--- config.mk ---
export PLATFORM = sky130hd
export DESIGN_NAME = rate_monotonic_dispatcher_top_flat
export DESIGN_NICKNAME = d
export VERILOG_FILES = /design/src/sv/rmd_pkg.sv /design/src/sv/rmd_if.sv /design/src/sv/rmd_slot_mem.sv /design/src/sv/rmd_seq.sv /design/src/sv/rate_monotonic_dispatcher_top.sv /design/src/flat_wrapper.sv
export SDC_FILE = /design/constraint.sdc
export NUM_CORES = 2
export LEC_CHECK = 0
export ABC_CLOCK_PERIOD_IN_PS = 14600
export BUFFER_PORTS_ARGS = -buffer_cell sky130_fd_sc_hd__buf_2
export CAP_MARGIN = 30
export CORE_MARGIN = 2
export CORE_UTILIZATION = 40
export DETAILED_ROUTE_END_ITERATION = 16
export MAX_ROUTING_LAYER = met4
export PLACE_DENSITY = 0.52
export REMOVE_ABC_BUFFERS = 1
export SYNTH_ARGS = -nofsm -noshare
export SYNTH_HDL_FRONTEND = slang
export SYNTH_SLANG_ARGS = --single-unit
export TNS_END_PERCENT = 30
--- constraint.sdc ---
create_clock -name clk -period 14.6 [get_ports clk]
set_input_delay 0 -clock clk [delete_from_list [all_inputs] [get_ports clk]]
set_output_delay 0 -clock clk [all_outputs]
set_load 0.05 [all_outputs]
--- src/sv/rmd_pkg.sv ---
// Types and constants shared by the rate-monotonic dispatcher.
`timescale 1ns / 1ps
package rmd_pkg;

  localparam int MODE_W   = 2;
  localparam int PID_W    = 22;
  localparam int PERIOD_W = 16;
  localparam int CD_W     = 16;
  localparam int ORDER_W  = 32;
  localparam int STATUS_W = 2;

  typedef enum logic [MODE_W-1:0] {
    MODE_REG   = 2'd0,
    MODE_DEREG = 2'd1,
    MODE_TICK  = 2'd2,
    MODE_NOP   = 2'd3
  } mode_t;

  typedef enum logic [1:0] {
    ST_SLEEP = 2'd0,
    ST_READY = 2'd1,
    ST_RUN   = 2'd2
  } slot_state_t;

  typedef enum logic [STATUS_W-1:0] {
    STAT_OK        = 2'd0,
    STAT_FULL      = 2'd1,
    STAT_NOT_FOUND = 2'd2
  } status_t;

  typedef enum logic [3:0] {
    S_IDLE,
    S_REG_SCAN,
    S_DEREG_SCAN,
    S_TICK_UPD,
    S_TICK_SEL,
    S_DECIDE,
    S_DEMOTE_RD,
    S_DEMOTE_WR,
    S_PROMOTE_RD,
    S_PROMOTE_WR,
    S_DONE
  } seq_state_t;

  // One table entry as stored in the slot memory.
  typedef struct packed {
    logic [PID_W-1:0]    pid;
    logic [PERIOD_W-1:0] period;
    slot_state_t         state;
    logic [CD_W-1:0]     countdown;
    logic [ORDER_W-1:0]  order;
  } entry_t;

  // Memory controls; addresses travel separately since their width follows SLOTS.
  typedef struct packed {
    logic   rd_en;
    logic   wr_en;
    entry_t wr_data;
  } mem_ctl_t;

  typedef struct packed {
    logic             dispatched;
    logic             preempted;
    logic             running_valid;
    logic [PID_W-1:0] running_pid;
    status_t          status;
  } result_t;

endpackage

--- src/sv/rmd_if.sv ---
// Valid/ready channel interfaces for commands and results.
`timescale 1ns / 1ps
interface rmd_in_if import rmd_pkg::*; ();
  logic                valid;
  logic                ready;
  logic [MODE_W-1:0]   mode;
  logic [PID_W-1:0]    task_pid;
  logic [PERIOD_W-1:0] task_period;

  modport source (output valid, output mode, output task_pid, output task_period,
                  input ready);
  modport sink (input valid, input mode, input task_pid, input task_period,
                output ready);
endinterface

interface rmd_out_if import rmd_pkg::*; ();
  logic                valid;
  logic                ready;
  logic                dispatched;
  logic                preempted;
  logic                running_valid;
  logic [PID_W-1:0]    running_pid;
  logic [STATUS_W-1:0] status;

  modport source (output valid, output dispatched, output preempted,
                  output running_valid, output running_pid, output status,
                  input ready);
  modport sink (input valid, input dispatched, input preempted,
                input running_valid, input running_pid, input status,
                output ready);
endinterface

--- src/sv/rmd_slot_mem.sv ---
// Slot table memory: one write port, one registered read port.
`timescale 1ns / 1ps
module rmd_slot_mem import rmd_pkg::*; #(
  parameter int SLOTS = 16,
  localparam int IDX_W = $clog2(SLOTS)
) (
  input  logic             clk,
  input  mem_ctl_t         ctl,
  input  logic [IDX_W-1:0] rd_addr,
  input  logic [IDX_W-1:0] wr_addr,
  output entry_t           rd_data
);

  entry_t mem [SLOTS];

  always_ff @(posedge clk) begin
    if (ctl.wr_en) begin
      mem[wr_addr] <= ctl.wr_data;
    end
  end

  always_ff @(posedge clk) begin
    if (ctl.rd_en) begin
      rd_data <= mem[rd_addr];
    end
  end

endmodule

--- src/sv/rmd_seq.sv ---
// Sequencer: runs register, deregister, tick and dispatch against the slot table.
`timescale 1ns / 1ps
module rmd_seq import rmd_pkg::*; #(
  parameter int SLOTS = 16,
  localparam int IDX_W = $clog2(SLOTS),
  localparam int CNT_W = $clog2(SLOTS + 1)
) (
  input  logic                clk,
  input  logic                rst,
  input  logic                cmd_valid,
  input  mode_t               cmd_mode,
  input  logic [PID_W-1:0]    cmd_pid,
  input  logic [PERIOD_W-1:0] cmd_period,
  output logic                idle,
  output mem_ctl_t            mem_ctl,
  output logic [IDX_W-1:0]    rd_addr,
  output logic [IDX_W-1:0]    wr_addr,
  input  entry_t              rd_data,
  input  logic                out_free,
  output logic                res_valid,
  output result_t             res
);

  localparam logic [IDX_W-1:0] LAST_IDX = IDX_W'(SLOTS - 1);
  localparam logic [CNT_W-1:0] SLOT_CNT = CNT_W'(SLOTS);

  seq_state_t          state, state_next;
  logic [CNT_W-1:0]    issue_idx, issue_idx_next;
  logic                have_data, have_data_next;
  logic [IDX_W-1:0]    data_idx, data_idx_next;
  logic [SLOTS-1:0]    used, used_next;
  logic [ORDER_W-1:0]  order_counter, order_counter_next;
  logic                running_flag, running_flag_next;
  logic [IDX_W-1:0]    running_slot, running_slot_next;
  logic [PID_W-1:0]    running_pid, running_pid_next;
  logic [PERIOD_W-1:0] running_period, running_period_next;
  logic [PID_W-1:0]    pid, pid_next;
  logic [PERIOD_W-1:0] period, period_next;
  logic                fired, fired_next;
  logic                found, found_next;
  logic                dispatched, dispatched_next;
  logic                preempted, preempted_next;
  status_t             status, status_next;
  logic                best_valid, best_valid_next;
  logic [IDX_W-1:0]    best_idx, best_idx_next;
  logic [PERIOD_W-1:0] best_period, best_period_next;
  logic [ORDER_W-1:0]  best_order, best_order_next;
  logic [PID_W-1:0]    best_pid, best_pid_next;

  always_ff @(posedge clk) begin
    if (rst) begin
      state         <= S_IDLE;
      issue_idx     <= '0;
      have_data     <= 1'b0;
      used          <= '0;
      order_counter <= '0;
      running_flag  <= 1'b0;
      running_slot  <= '0;
      running_pid   <= '0;
      fired         <= 1'b0;
      found         <= 1'b0;
      dispatched    <= 1'b0;
      preempted     <= 1'b0;
      status        <= STAT_OK;
      best_valid    <= 1'b0;
    end else begin
      state         <= state_next;
      issue_idx     <= issue_idx_next;
      have_data     <= have_data_next;
      used          <= used_next;
      order_counter <= order_counter_next;
      running_flag  <= running_flag_next;
      running_slot  <= running_slot_next;
      running_pid   <= running_pid_next;
      fired         <= fired_next;
      found         <= found_next;
      dispatched    <= dispatched_next;
      preempted     <= preempted_next;
      status        <= status_next;
      best_valid    <= best_valid_next;
    end
  end

  always_ff @(posedge clk) begin
    data_idx       <= data_idx_next;
    running_period <= running_period_next;
    pid            <= pid_next;
    period         <= period_next;
    best_idx       <= best_idx_next;
    best_period    <= best_period_next;
    best_order     <= best_order_next;
    best_pid       <= best_pid_next;
  end

  always_comb begin
    entry_t           e;
    logic             scan_last;
    logic             fires;
    logic             match;
    logic             better;
    logic [IDX_W-1:0] sidx;

    state_next          = state;
    issue_idx_next      = issue_idx;
    have_data_next      = 1'b0;
    data_idx_next       = issue_idx[IDX_W-1:0];
    used_next           = used;
    order_counter_next  = order_counter;
    running_flag_next   = running_flag;
    running_slot_next   = running_slot;
    running_pid_next    = running_pid;
    running_period_next = running_period;
    pid_next            = pid;
    period_next         = period;
    fired_next          = fired;
    found_next          = found;
    dispatched_next     = dispatched;
    preempted_next      = preempted;
    status_next         = status;
    best_valid_next     = best_valid;
    best_idx_next       = best_idx;
    best_period_next    = best_period;
    best_order_next     = best_order;
    best_pid_next       = best_pid;
    mem_ctl             = '0;
    rd_addr             = '0;
    wr_addr             = '0;
    idle                = 1'b0;
    res_valid           = 1'b0;
    e                   = rd_data;
    fires               = 1'b0;
    match               = 1'b0;
    better              = 1'b0;
    sidx                = issue_idx[IDX_W-1:0];
    scan_last           = have_data && (data_idx == LAST_IDX);

    // The three memory walks issue one read a cycle and handle each read's data in the cycle after it.
    if (state == S_DEREG_SCAN || state == S_TICK_UPD || state == S_TICK_SEL) begin
      if (issue_idx < SLOT_CNT) begin
        mem_ctl.rd_en  = 1'b1;
        rd_addr        = issue_idx[IDX_W-1:0];
        issue_idx_next = issue_idx + CNT_W'(1);
        have_data_next = 1'b1;
      end
    end

    unique case (state)
      S_IDLE: begin
        idle           = 1'b1;
        issue_idx_next = '0;
        if (cmd_valid) begin
          pid_next        = cmd_pid;
          period_next     = cmd_period;
          fired_next      = 1'b0;
          found_next      = 1'b0;
          dispatched_next = 1'b0;
          preempted_next  = 1'b0;
          status_next     = STAT_OK;
          best_valid_next = 1'b0;
          unique case (cmd_mode)
            MODE_REG:   state_next = S_REG_SCAN;
            MODE_DEREG: state_next = S_DEREG_SCAN;
            MODE_TICK:  state_next = S_TICK_UPD;
            MODE_NOP:   state_next = S_DONE;
          endcase
        end
      end

      S_REG_SCAN: begin
        // Lowest free slot takes the new entry.
        priority if (!used[sidx]) begin
          used_next[sidx]        = 1'b1;
          mem_ctl.wr_en          = 1'b1;
          wr_addr                = sidx;
          mem_ctl.wr_data.pid       = pid;
          mem_ctl.wr_data.period    = period;
          mem_ctl.wr_data.state     = ST_SLEEP;
          mem_ctl.wr_data.countdown = period;
          mem_ctl.wr_data.order     = order_counter;
          order_counter_next     = order_counter + ORDER_W'(1);
          status_next            = STAT_OK;
          state_next             = S_DONE;
        end else if (sidx == LAST_IDX) begin
          status_next = STAT_FULL;
          state_next  = S_DONE;
        end else begin
          issue_idx_next = issue_idx + CNT_W'(1);
        end
      end

      S_DEREG_SCAN: begin
        if (have_data) begin
          match = used[data_idx] && (rd_data.pid == pid);
          if (match) begin
            used_next[data_idx] = 1'b0;
            found_next          = 1'b1;
            if (running_flag && running_slot == data_idx) begin
              running_flag_next = 1'b0;
            end
          end
        end
        if (scan_last) begin
          status_next    = (found || match) ? STAT_OK : STAT_NOT_FOUND;
          issue_idx_next = '0;
          have_data_next = 1'b0;
          state_next     = S_DONE;
        end
      end

      S_TICK_UPD: begin
        if (have_data && used[data_idx]) begin
          if (rd_data.countdown[CD_W-1:1] == '0) begin
            fires       = 1'b1;
            e.countdown = rd_data.period;
            e.state     = ST_READY;
            fired_next  = 1'b1;
            if (running_flag && running_slot == data_idx) begin
              running_flag_next = 1'b0;
            end
          end else begin
            e.countdown = rd_data.countdown - CD_W'(1);
          end
          mem_ctl.wr_en   = 1'b1;
          wr_addr         = data_idx;
          mem_ctl.wr_data = e;
        end
        if (scan_last) begin
          issue_idx_next = '0;
          have_data_next = 1'b0;
          state_next     = (fired || fires) ? S_TICK_SEL : S_DONE;
        end
      end

      S_TICK_SEL: begin
        if (have_data && used[data_idx] && rd_data.state == ST_READY) begin
          // Smaller period wins; on equal periods the later registration wins.
          better = !best_valid || (rd_data.period < best_period) ||
                   ((rd_data.period == best_period) && (rd_data.order > best_order));
          if (better) begin
            best_valid_next  = 1'b1;
            best_idx_next    = data_idx;
            best_period_next = rd_data.period;
            best_order_next  = rd_data.order;
            best_pid_next    = rd_data.pid;
          end
        end
        if (scan_last) begin
          issue_idx_next = '0;
          have_data_next = 1'b0;
          state_next     = S_DECIDE;
        end
      end

      S_DECIDE: begin
        priority if (!best_valid) begin
          state_next = S_DONE;
        end else if (running_flag && running_period < best_period) begin
          state_next = S_DONE;
        end else if (running_flag) begin
          preempted_next = 1'b1;
          state_next     = S_DEMOTE_RD;
        end else begin
          state_next = S_PROMOTE_RD;
        end
      end

      S_DEMOTE_RD: begin
        mem_ctl.rd_en = 1'b1;
        rd_addr       = running_slot;
        state_next    = S_DEMOTE_WR;
      end

      S_DEMOTE_WR: begin
        e.state         = ST_READY;
        mem_ctl.wr_en   = 1'b1;
        wr_addr         = running_slot;
        mem_ctl.wr_data = e;
        state_next      = S_PROMOTE_RD;
      end

      S_PROMOTE_RD: begin
        mem_ctl.rd_en = 1'b1;
        rd_addr       = best_idx;
        state_next    = S_PROMOTE_WR;
      end

      S_PROMOTE_WR: begin
        e.state             = ST_RUN;
        mem_ctl.wr_en       = 1'b1;
        wr_addr             = best_idx;
        mem_ctl.wr_data     = e;
        running_flag_next   = 1'b1;
        running_slot_next   = best_idx;
        running_pid_next    = best_pid;
        running_period_next = best_period;
        dispatched_next     = 1'b1;
        state_next          = S_DONE;
      end

      S_DONE: begin
        res_valid = 1'b1;
        if (out_free) begin
          state_next = S_IDLE;
        end
      end

      default: begin
        state_next = S_IDLE;
      end
    endcase
  end

  always_comb begin
    res.dispatched    = dispatched;
    res.preempted     = preempted;
    res.running_valid = running_flag;
    res.running_pid   = running_flag ? running_pid : '0;
    res.status        = status;
  end

endmodule

--- src/sv/rate_monotonic_dispatcher_top.sv ---
// Register scans the valid bits for the lowest free slot, deregister walks every slot
// and a tick walks every slot once, then again to pick a task if any countdown fired.
// One command at a time; the sequencer is ready for the next in the cycle after the
// result is registered. The tick's passes over the slot memory read one entry a cycle.
// Reset clears the slot valid bits, the order counter and the running task at once;
// the slot memory is not cleared, so commands are taken right after reset.
`timescale 1ns / 1ps
module rate_monotonic_dispatcher_top import rmd_pkg::*; #(
  parameter int SLOTS = 16
) (
  input logic      clk,
  input logic      rst,
  rmd_in_if.sink   cmd,
  rmd_out_if.source rsp
);

  localparam int IDX_W = $clog2(SLOTS);

  // The sequencer owns the valid bits and the running-task registers; every
  // other per-slot field lives in the slot memory and is walked one entry a
  // cycle with a read-modify-write pipeline.
  mem_ctl_t         mem_ctl;
  logic [IDX_W-1:0] rd_addr;
  logic [IDX_W-1:0] wr_addr;
  entry_t           rd_data;
  logic             idle;
  logic             res_valid;
  result_t          res;
  logic             out_free;

  // Output register: a finished result waits here until its transfer, while
  // the sequencer is already free to take the next command.
  logic             rsp_valid;
  result_t          rsp_data;

  assign out_free  = !rsp_valid || rsp.ready;
  // No command transfer is offered while reset is held.
  assign cmd.ready = idle && !rst;

  rmd_seq #(
    .SLOTS(SLOTS)
  ) u_seq (
    .clk        (clk),
    .rst        (rst),
    .cmd_valid  (cmd.valid),
    .cmd_mode   (mode_t'(cmd.mode)),
    .cmd_pid    (cmd.task_pid),
    .cmd_period (cmd.task_period),
    .idle       (idle),
    .mem_ctl    (mem_ctl),
    .rd_addr    (rd_addr),
    .wr_addr    (wr_addr),
    .rd_data    (rd_data),
    .out_free   (out_free),
    .res_valid  (res_valid),
    .res        (res)
  );

  rmd_slot_mem #(
    .SLOTS(SLOTS)
  ) u_mem (
    .clk     (clk),
    .ctl     (mem_ctl),
    .rd_addr (rd_addr),
    .wr_addr (wr_addr),
    .rd_data (rd_data)
  );

  always_ff @(posedge clk) begin
    if (rst) begin
      rsp_valid <= 1'b0;
    end else if (res_valid && out_free) begin
      rsp_valid <= 1'b1;
    end else if (rsp.ready) begin
      rsp_valid <= 1'b0;
    end
  end

  always_ff @(posedge clk) begin
    if (res_valid && out_free) begin
      rsp_data <= res;
    end
  end

  assign rsp.valid         = rsp_valid;
  assign rsp.dispatched    = rsp_data.dispatched;
  assign rsp.preempted     = rsp_data.preempted;
  assign rsp.running_valid = rsp_data.running_valid;
  assign rsp.running_pid   = rsp_data.running_pid;
  assign rsp.status        = rsp_data.status;

endmodule

--- src/flat_wrapper.sv ---
// flat-port wrapper written by rule: the top's interface ports become plain ports
module rate_monotonic_dispatcher_top_flat import rmd_pkg::*;
#(
  parameter int SLOTS = 16
)
  (clk, rst, cmd_valid, cmd_mode, cmd_task_pid, cmd_task_period, cmd_ready, rsp_valid, rsp_dispatched, rsp_preempted, rsp_running_valid, rsp_running_pid, rsp_status, rsp_ready);
  rmd_in_if cmd_i ();
  rmd_out_if rsp_i ();
  input logic clk;
  input logic rst;
  input wire logic [$bits(cmd_i.valid)-1:0] cmd_valid;
  input wire logic [$bits(cmd_i.mode)-1:0] cmd_mode;
  input wire logic [$bits(cmd_i.task_pid)-1:0] cmd_task_pid;
  input wire logic [$bits(cmd_i.task_period)-1:0] cmd_task_period;
  output wire logic [$bits(cmd_i.ready)-1:0] cmd_ready;
  output wire logic [$bits(rsp_i.valid)-1:0] rsp_valid;
  output wire logic [$bits(rsp_i.dispatched)-1:0] rsp_dispatched;
  output wire logic [$bits(rsp_i.preempted)-1:0] rsp_preempted;
  output wire logic [$bits(rsp_i.running_valid)-1:0] rsp_running_valid;
  output wire logic [$bits(rsp_i.running_pid)-1:0] rsp_running_pid;
  output wire logic [$bits(rsp_i.status)-1:0] rsp_status;
  input wire logic [$bits(rsp_i.ready)-1:0] rsp_ready;
  assign cmd_i.valid = cmd_valid;
  assign cmd_i.mode = cmd_mode;
  assign cmd_i.task_pid = cmd_task_pid;
  assign cmd_i.task_period = cmd_task_period;
  assign cmd_ready = cmd_i.ready;
  assign rsp_valid = rsp_i.valid;
  assign rsp_dispatched = rsp_i.dispatched;
  assign rsp_preempted = rsp_i.preempted;
  assign rsp_running_valid = rsp_i.running_valid;
  assign rsp_running_pid = rsp_i.running_pid;
  assign rsp_status = rsp_i.status;
  assign rsp_i.ready = rsp_ready;
  rate_monotonic_dispatcher_top #(.SLOTS(SLOTS)) u_core (.clk(clk), .rst(rst), .cmd(cmd_i), .rsp(rsp_i));
endmodule
=== Word level (Yosys, flattened, before mapping) ===
Memories as Yosys holds them, arrays and structs flattened. A register that Yosys moved wholly into a read port is not among the register bits.
Cells that the tools add are included.

* Memories kept: 1
* Input port bits: 44
* Bits in latches: 0
* Logic and storage cells: 211
* Register bits: 252
* Output and inout bits: 29
* Memory bits (read-only): 0
* Bits in writable memories: 1408

* Eq/ne operators: 35
* Bitwise operators: 4
* Muxes and demuxes: 85
* $lt $le $gt $ge: 8
* Divide/modulo/power cells: 0
* Add/subtract/negate cells: 3
* Reductions and logical operators: 47
* Shifts and indexed selects: 0
* Multipliers: 0

{| class="wikitable"
|+ Memories
! memory !! depth !! width !! read ports !! clocked after memory_dff !! write ports !! line !! source
|-
| u_core.u_mem.mem || 16 || 88 || 1 || 1 || 1 || rmd_slot_mem.sv:14 || <nowiki>entry_t mem [SLOTS];</nowiki>
|}

{| class="wikitable"
|+ Operator list
! cell !! number
|-
| case mux 89 bit (4 select lines) || 1
|-
| two-way mux 89 bit || 2
|-
| two-way mux 16 bit || 4
|-
| two-way mux 4 bit || 15
|-
| case mux 4 bit (11 select lines) || 1
|-
| two-way mux 1 bit || 35
|-
| adder 32 x 1 -> 32 bit (second input constant) || 1
|-
| greater-than comparator 32 bit || 1
|-
| less-than comparator 16 bit || 2
|-
| case mux 16 bit (2 select lines) || 1
|-
| case mux 4 bit (4 select lines) || 2
|-
| two-way mux 5 bit || 5
|-
| equality test 22 bit || 1
|-
| equality test 4 bit (second input constant) || 5
|-
| AND reduction 4 bit || 5
|-
| != test 2 bit (second input constant) || 9
|-
| AND 16 bit || 1
|-
| equality test 16 bit || 1
|-
| equality test 4 x 3 -> 1 bit (second input constant) || 4
|-
| inverter 16 bit || 1
|-
| bitwise OR 16 bit || 1
|-
| subtractor 16 x 1 -> 16 bit (second input constant) || 1
|-
| zero test 15 bit || 1
|-
| case mux 5 bit (3 select lines) || 1
|-
| other kinds (32) || 81
|}

=== Depth between registers and ports, before layout ===
* Word-level depth: 9
* Gate-level depth with buffers: 12
* Gate-level depth less buffers: 8

=== By module ===
Synthesis repeated with hierarchy kept, for this count alone.

* Cells, all modules: 3525
* Area total of the unflattened synthesis: 68286.7 um^2

{| class="wikitable"
|+ Modules (own cells, without submodules)
! module !! sequential area each (um^2) !! area an instance (um^2) !! times used !! cells an instance
|-
| rmd_slot_mem || 44923.1 || 55235.5 || 1 || 2256
|-
| rmd_seq || 5765.5 || 12179.2 || 1 || 1236
|-
| rate_monotonic_dispatcher_top || 830.8 || 872.1 || 1 || 33
|}

=== Worst setup path before layout ===
Ideal clock, no wire load.

* Path type: flip-flop to flip-flop
* Start: register u_core.u_seq.issue_idx[1]
* End: memory u_core.u_mem.mem[0][0] (netlist name), enable pin
* Library setup time: 0.751 ns
* Period minus slack after synthesis: 11.276 ns
* Arrival: 10.525 ns
* Stages on the path, launching flop included: 9
* Slack: 3.324 ns
* Data required time: 13.849 ns
* Buffers on the path: 2
* Cell sequence: dfxtp_1 -> clkbuf_1 -> nor2b_1 -> o2bb2ai_1 -> o31ai_1 -> nor2_1 -> buf_2 -> a221o_1 -> nor4_1

* Longest elaborated chain between the ends: 6
* Elaborated cells between the ends (all ways): 8
* Those cells by class: mux (8)

{| class="wikitable"
|+ Ends and longest elaborated chain
! item !! line !! source
|-
| start, declared || rmd_seq.sv:28 || <nowiki>logic [CNT_W-1:0] issue_idx, issue_idx_next;</nowiki>
|-
| start signal, assigned || rmd_seq.sv:68 || <nowiki>issue_idx <= issue_idx_next;</nowiki>
|-
| binary-select mux 1 bit (select 4 bit) || rmd_seq.sv:171 || <nowiki>priority if (!used[sidx]) begin</nowiki>
|-
| two-way mux 1 bit (implied by the code) || rmd_seq.sv:171 ||
|-
| two-way mux 89 bit || rmd_seq.sv:171 ||
|-
| case mux 89 bit (4 select lines) || rmd_seq.sv:147 || <nowiki>unique case (state)</nowiki>
|-
| two-way mux 1 bit || rmd_slot_mem.sv:17 || <nowiki>if (ctl.wr_en) begin</nowiki>
|-
| two-way mux 1 bit (implied by the code) || rmd_slot_mem.sv:18 || <nowiki>mem[wr_addr] <= ctl.wr_data;</nowiki>
|-
| end, declared || rmd_slot_mem.sv:14 ||
|}

Parallel ways exist; a longest one is shown, timed or not. The select of a mux whose other input is x is not followed.

=== Worst setup path in the final report ===
* Start: register u_core.u_seq.state[3]
* End: register, netlist name u_core.u_mem.rd_data[32]

* Longest elaborated chain between the ends: 5
* Elaborated cells between the ends (all ways): 12
* Those cells by class: eq/ne (5); mux (4); reduce/logical (3)

{| class="wikitable"
|+ Ends and longest elaborated chain
! item !! line !! source
|-
| start, declared || rmd_seq.sv:27 || <nowiki>seq_state_t state, state_next;</nowiki>
|-
| start signal, assigned || rmd_seq.sv:67 || <nowiki>state <= state_next;</nowiki>
|-
| equality test 4 x 2 -> 1 bit || rmd_seq.sv:138 || <nowiki>if (state == S_DEREG_SCAN || state == S_TICK_UPD || state == S_TICK_SEL) begin</nowiki>
|-
| logical OR 1 bit (2 in series) || rmd_seq.sv:138 ||
|-
| two-way mux 4 bit or two-way mux 1 bit (tied branches) || rmd_seq.sv:138 ||
|-
| case mux 4 bit (2 select lines) or two-way mux 1 bit (tied branches) || rmd_seq.sv:147 ||
|}

Parallel ways exist; a longest one is shown, timed or not.
A chain may end at the register's enable or synchronous reset.

==> metrics.txt <==
die area 0.185 sq mm; initial antenna violation count 4; first-pass GRT wire length 333 mm; FF-to-FF End u_core.u_mem.rd_data[32]; clk_lat worst skew 0.86 ns; Post-CTS Setup Repair Bufs 0; Leak Pwr 27.6 nW; Die Span Y 430 um; Via Count 47419; placer congestion estimate 0.850; CP endpoint kind flip-flop; CTS root buffer clkbuf_16; Die Wd 430 um; synthesized area 0.0725 sq mm; ANT nets after route 0; most used flip-flop cell after synthesis edfxtp_1; crit start category flip-flop; Starting DRT DRC Count 5569; drt drc 0; grt ovf 0; hold path startpoint rst; Pwr Total 13.0 mW; IO Count 73; worst min path class in -> reg; largest net degree at the start of global routing 178; Reg2Reg Depth 10; Clock Sinks 1748; post-layout util 45.6%; Pre-antenna DRT Iters 6; pwr/cell area 158 mW/mm^2; Filler cells 15733; Internal Power 9.19 mW; final worst-path cycle share 41.7%; worst-margin pin slew 1.15 ns; Relative slew margins 22.9%; Max H-tree Level 4; Clock power frac 35.2%; max frequency 0.164 GHz; Net Sw Frac 29.4%; Yosys cell types 85; register area share after synthesis 71.0%; Pins Over Slew Limit 0; number of global-route vias before repair 45824; Routed met2 length 107 mm; clock slew at reported path FFs 0.06 ns; CP Data Required Time 15.32 ns; Syn-to-layout area delta 13.6%; Final Hold Vio Count 0; RSZ-0062 raised after global routing false; Non-Filler Instances 7435; Vias/cell 6.38; met3 routed WL 16.3 mm; number of synthesized flops with an enable pin 1651; clk_skew 0.0464 ns; cts bufs inserted 187; TritonCTS clock tree yes; flop2flop setup slack 8.52 ns; IO Port Bufs 72; fin crit period 6.08 ns; Finish-stage setup viols 0; Worst R2R Start u_core.u_seq.state[3]; WHS Path Cells 3; Detailed Route WL 231 mm; post-synthesis async set-or-reset flop share 0%; Row Count 156; Critical Path AT 6.81 ns; Longest Clk Path Bufs 3; Syn Inst Count 4880; Comb pwr share 16.1%; Hold Path Sink u_core.u_seq.status[0]; status complete, no violations; Ys Warns 0; crit path max fanout 93; share of cells above drive strength 1 10.6%; Final WS setup 8.52 ns; highest metal used met4; Reg power frac 48.7%; Net count, final 5014; placed cells 6993; syn avg cell area 14.9 sq um; VDD IR max 0.000136 V; All-Layer GR Usage 25.1%; Max Cap Violations 0; cts repair resizes 0; wire per inst 31.0 um; Post-Place Worst Slack 8.61 ns; DP HPWL 116 mm; Crit Path Category reg -> reg; core footprint 0.181 sq mm; flops & latches, synth 1748; NetSw 3.82 mW; Initial Util 40.2%; Metal-1 WL 102 mm
-- sequential cells by signal (all words and copies together), names as in the netlist, 16 cells and up --
| register | cells |
|---|---|
| u_core.u_seq.used | 16 |
| u_core.u_mem.mem | 1408 |
| u_core.u_seq.period | 16 |
| u_core.u_seq.order_counter | 32 |
| u_core.u_seq.running_period | 16 |
| u_core.u_seq.best_order | 32 |
| u_core.u_seq.running_pid | 22 |
| u_core.u_seq.best_pid | 22 |
| u_core.rsp.running_pid | 22 |
| u_core.u_mem.rd_data | 88 |
| u_core.u_seq.best_period | 16 |
| u_core.u_seq.pid | 22 |
-- cell type report --
cell class	instances	area (sq um)	share of cell area, %
clock inverters	93	800	0.971
diodes	4	10.0	0.0122
clock buffers	257	5080	6.17
multi-input cells	2591	19100	23.2
inverters	72	278	0.337
repair buffers	300	2620	3.18
flip-flops and latches	1748	51500	62.5
well taps	2370	2970	3.60
-- repair_timing --
item                       in CTS  in global routing
setup endpoints to repair       0                  0
hold buffers                   84                  0
hold endpoints to repair       74                  0
-- worst max-delay path, stage by stage, from the launching register on --
cell,delay [ns]
dfxtp_1,1.01
nor4bb_1,0.57
o21ai_4,0.09
buf_4,0.38
buf_4,0.55
nand2_8,0.61
buf_4,0.76
buf_4,0.94
a2111oi_0,0.14
a2111oi_0,0.51
o31a_1,0.22
-- stage by stage --
stage          setup TNS (ns)  hold slack [ns]  instance area [sq um]
2_1_floorplan        -7745.85           0.0691                  70600
3_3_place_gp                0            0.176                  75200
3_5_place_dp                0            0.178                  75600
4_1_cts                     0            0.188                  82300
5_1_grt                     0            0.252                  82400
6_report                    0            0.214                  82400
-- Yosys cell counts (91+ instances only) --
master     number  area [sq um]
a2111oi_0     353          3090
a211oi_1      104           781
a221oi_1       93           815
a31oi_1       181          1130
and3_1         92           576
buf_2          91           455
clkbuf_1      329          1230
dfxtp_1        97          1940
edfxtp_1     1651         49600
mux2i_1       101          1010
nand2_1       481          1810
o311a_1       265          2650
-- cells in the final DEF (no fill, tap or decap), types with 9 or more instances in the layout --
cell type | Yosys | routed
buf_16 | 0 | 9
dfxtp_1 | 97 | 97
nand2_1 | 481 | 480
o31a_1 | 90 | 90
xor2_1 | 18 | 18
buf_2 | 91 | 73
buf_12 | 0 | 13
a311oi_1 | 90 | 90
clkbuf_1 | 329 | 57
and2_1 | 32 | 30
buf_4 | 10 | 121
nor3_2 | 2 | 13
xnor2_1 | 46 | 46
a31o_2 | 10 | 10
a31oi_1 | 181 | 181
a221o_1 | 16 | 16
nand4_1 | 21 | 21
a2111oi_0 | 353 | 353
o211ai_1 | 18 | 18
ha_1 | 70 | 70
nand3_1 | 40 | 40
edfxtp_1 | 1651 | 1651
clkbuf_8 | 0 | 12
a221oi_1 | 93 | 93
mux2i_1 | 101 | 101
o21ai_0 | 35 | 32
clkinv_1 | 1 | 45
a211oi_1 | 104 | 104
and3_1 | 92 | 92
nor4_1 | 24 | 19
nor2b_1 | 12 | 11
a22o_1 | 69 | 69
inv_1 | 71 | 68
a21oi_1 | 74 | 74
dlygate4sd3_1 | 0 | 84
clkbuf_16 | 0 | 188
nor2_1 | 81 | 79
nor3_1 | 50 | 38
clkinv_2 | 0 | 27
o311a_1 | 265 | 265
-- power by group through the flow --
| stage | registers, mW | clock network, mW | logic, mW |
|---|---|---|---|
| after floorplan | 6.31 | 0 | 1.77 |
| final | 6.33 | 4.58 | 2.10 |
| after CTS | 6.33 | 4.66 | 2.08 |
| after detailed placement | 6.42 | 0 | 2.06 |
| after global placement | 6.44 | 0 | 2.01 |
| after global routing | 6.35 | 4.85 | 2.25 |
-- how the worst max path moves through the flow --
stage	start	slack [ns]	end	cells after the start
after floorplan	u_core.u_seq.state[2]	-85.72	u_core.u_mem.rd_data[0]	6
after global placement	u_core.u_seq.state[3]	8.68	u_core.u_mem.rd_data[39]	10
after detailed placement	u_core.u_seq.state[3]	8.61	u_core.u_mem.rd_data[58]	10
after CTS	u_core.u_seq.state[3]	8.61	u_core.u_mem.rd_data[58]	10
after global routing	u_core.u_seq.state[3]	8.18	u_core.u_mem.rd_data[32]	10
final	u_core.u_seq.state[3]	8.52	u_core.u_mem.rd_data[32]	10
-- cells by family after synthesis --
| group | share of synthesized area (%) |
|---|---|
| compound gates | 16.7 |
| xor+xnor | 0.773 |
| fa+ha+maj | 1.21 |
| buf+inv | 3.02 |
| flops | 71.0 |
| mux | 1.52 |
| simple gates | 5.72 |
-- layer usage --
layer	vias to the layer above	global-route usage (%)
li1	20312	-
met1	24725	35.0
met2	2043	38.4
met3	339	3.70
met4	0	7.11
met5	-	-
Note: power is estimated with default switching activity, not from simulation.
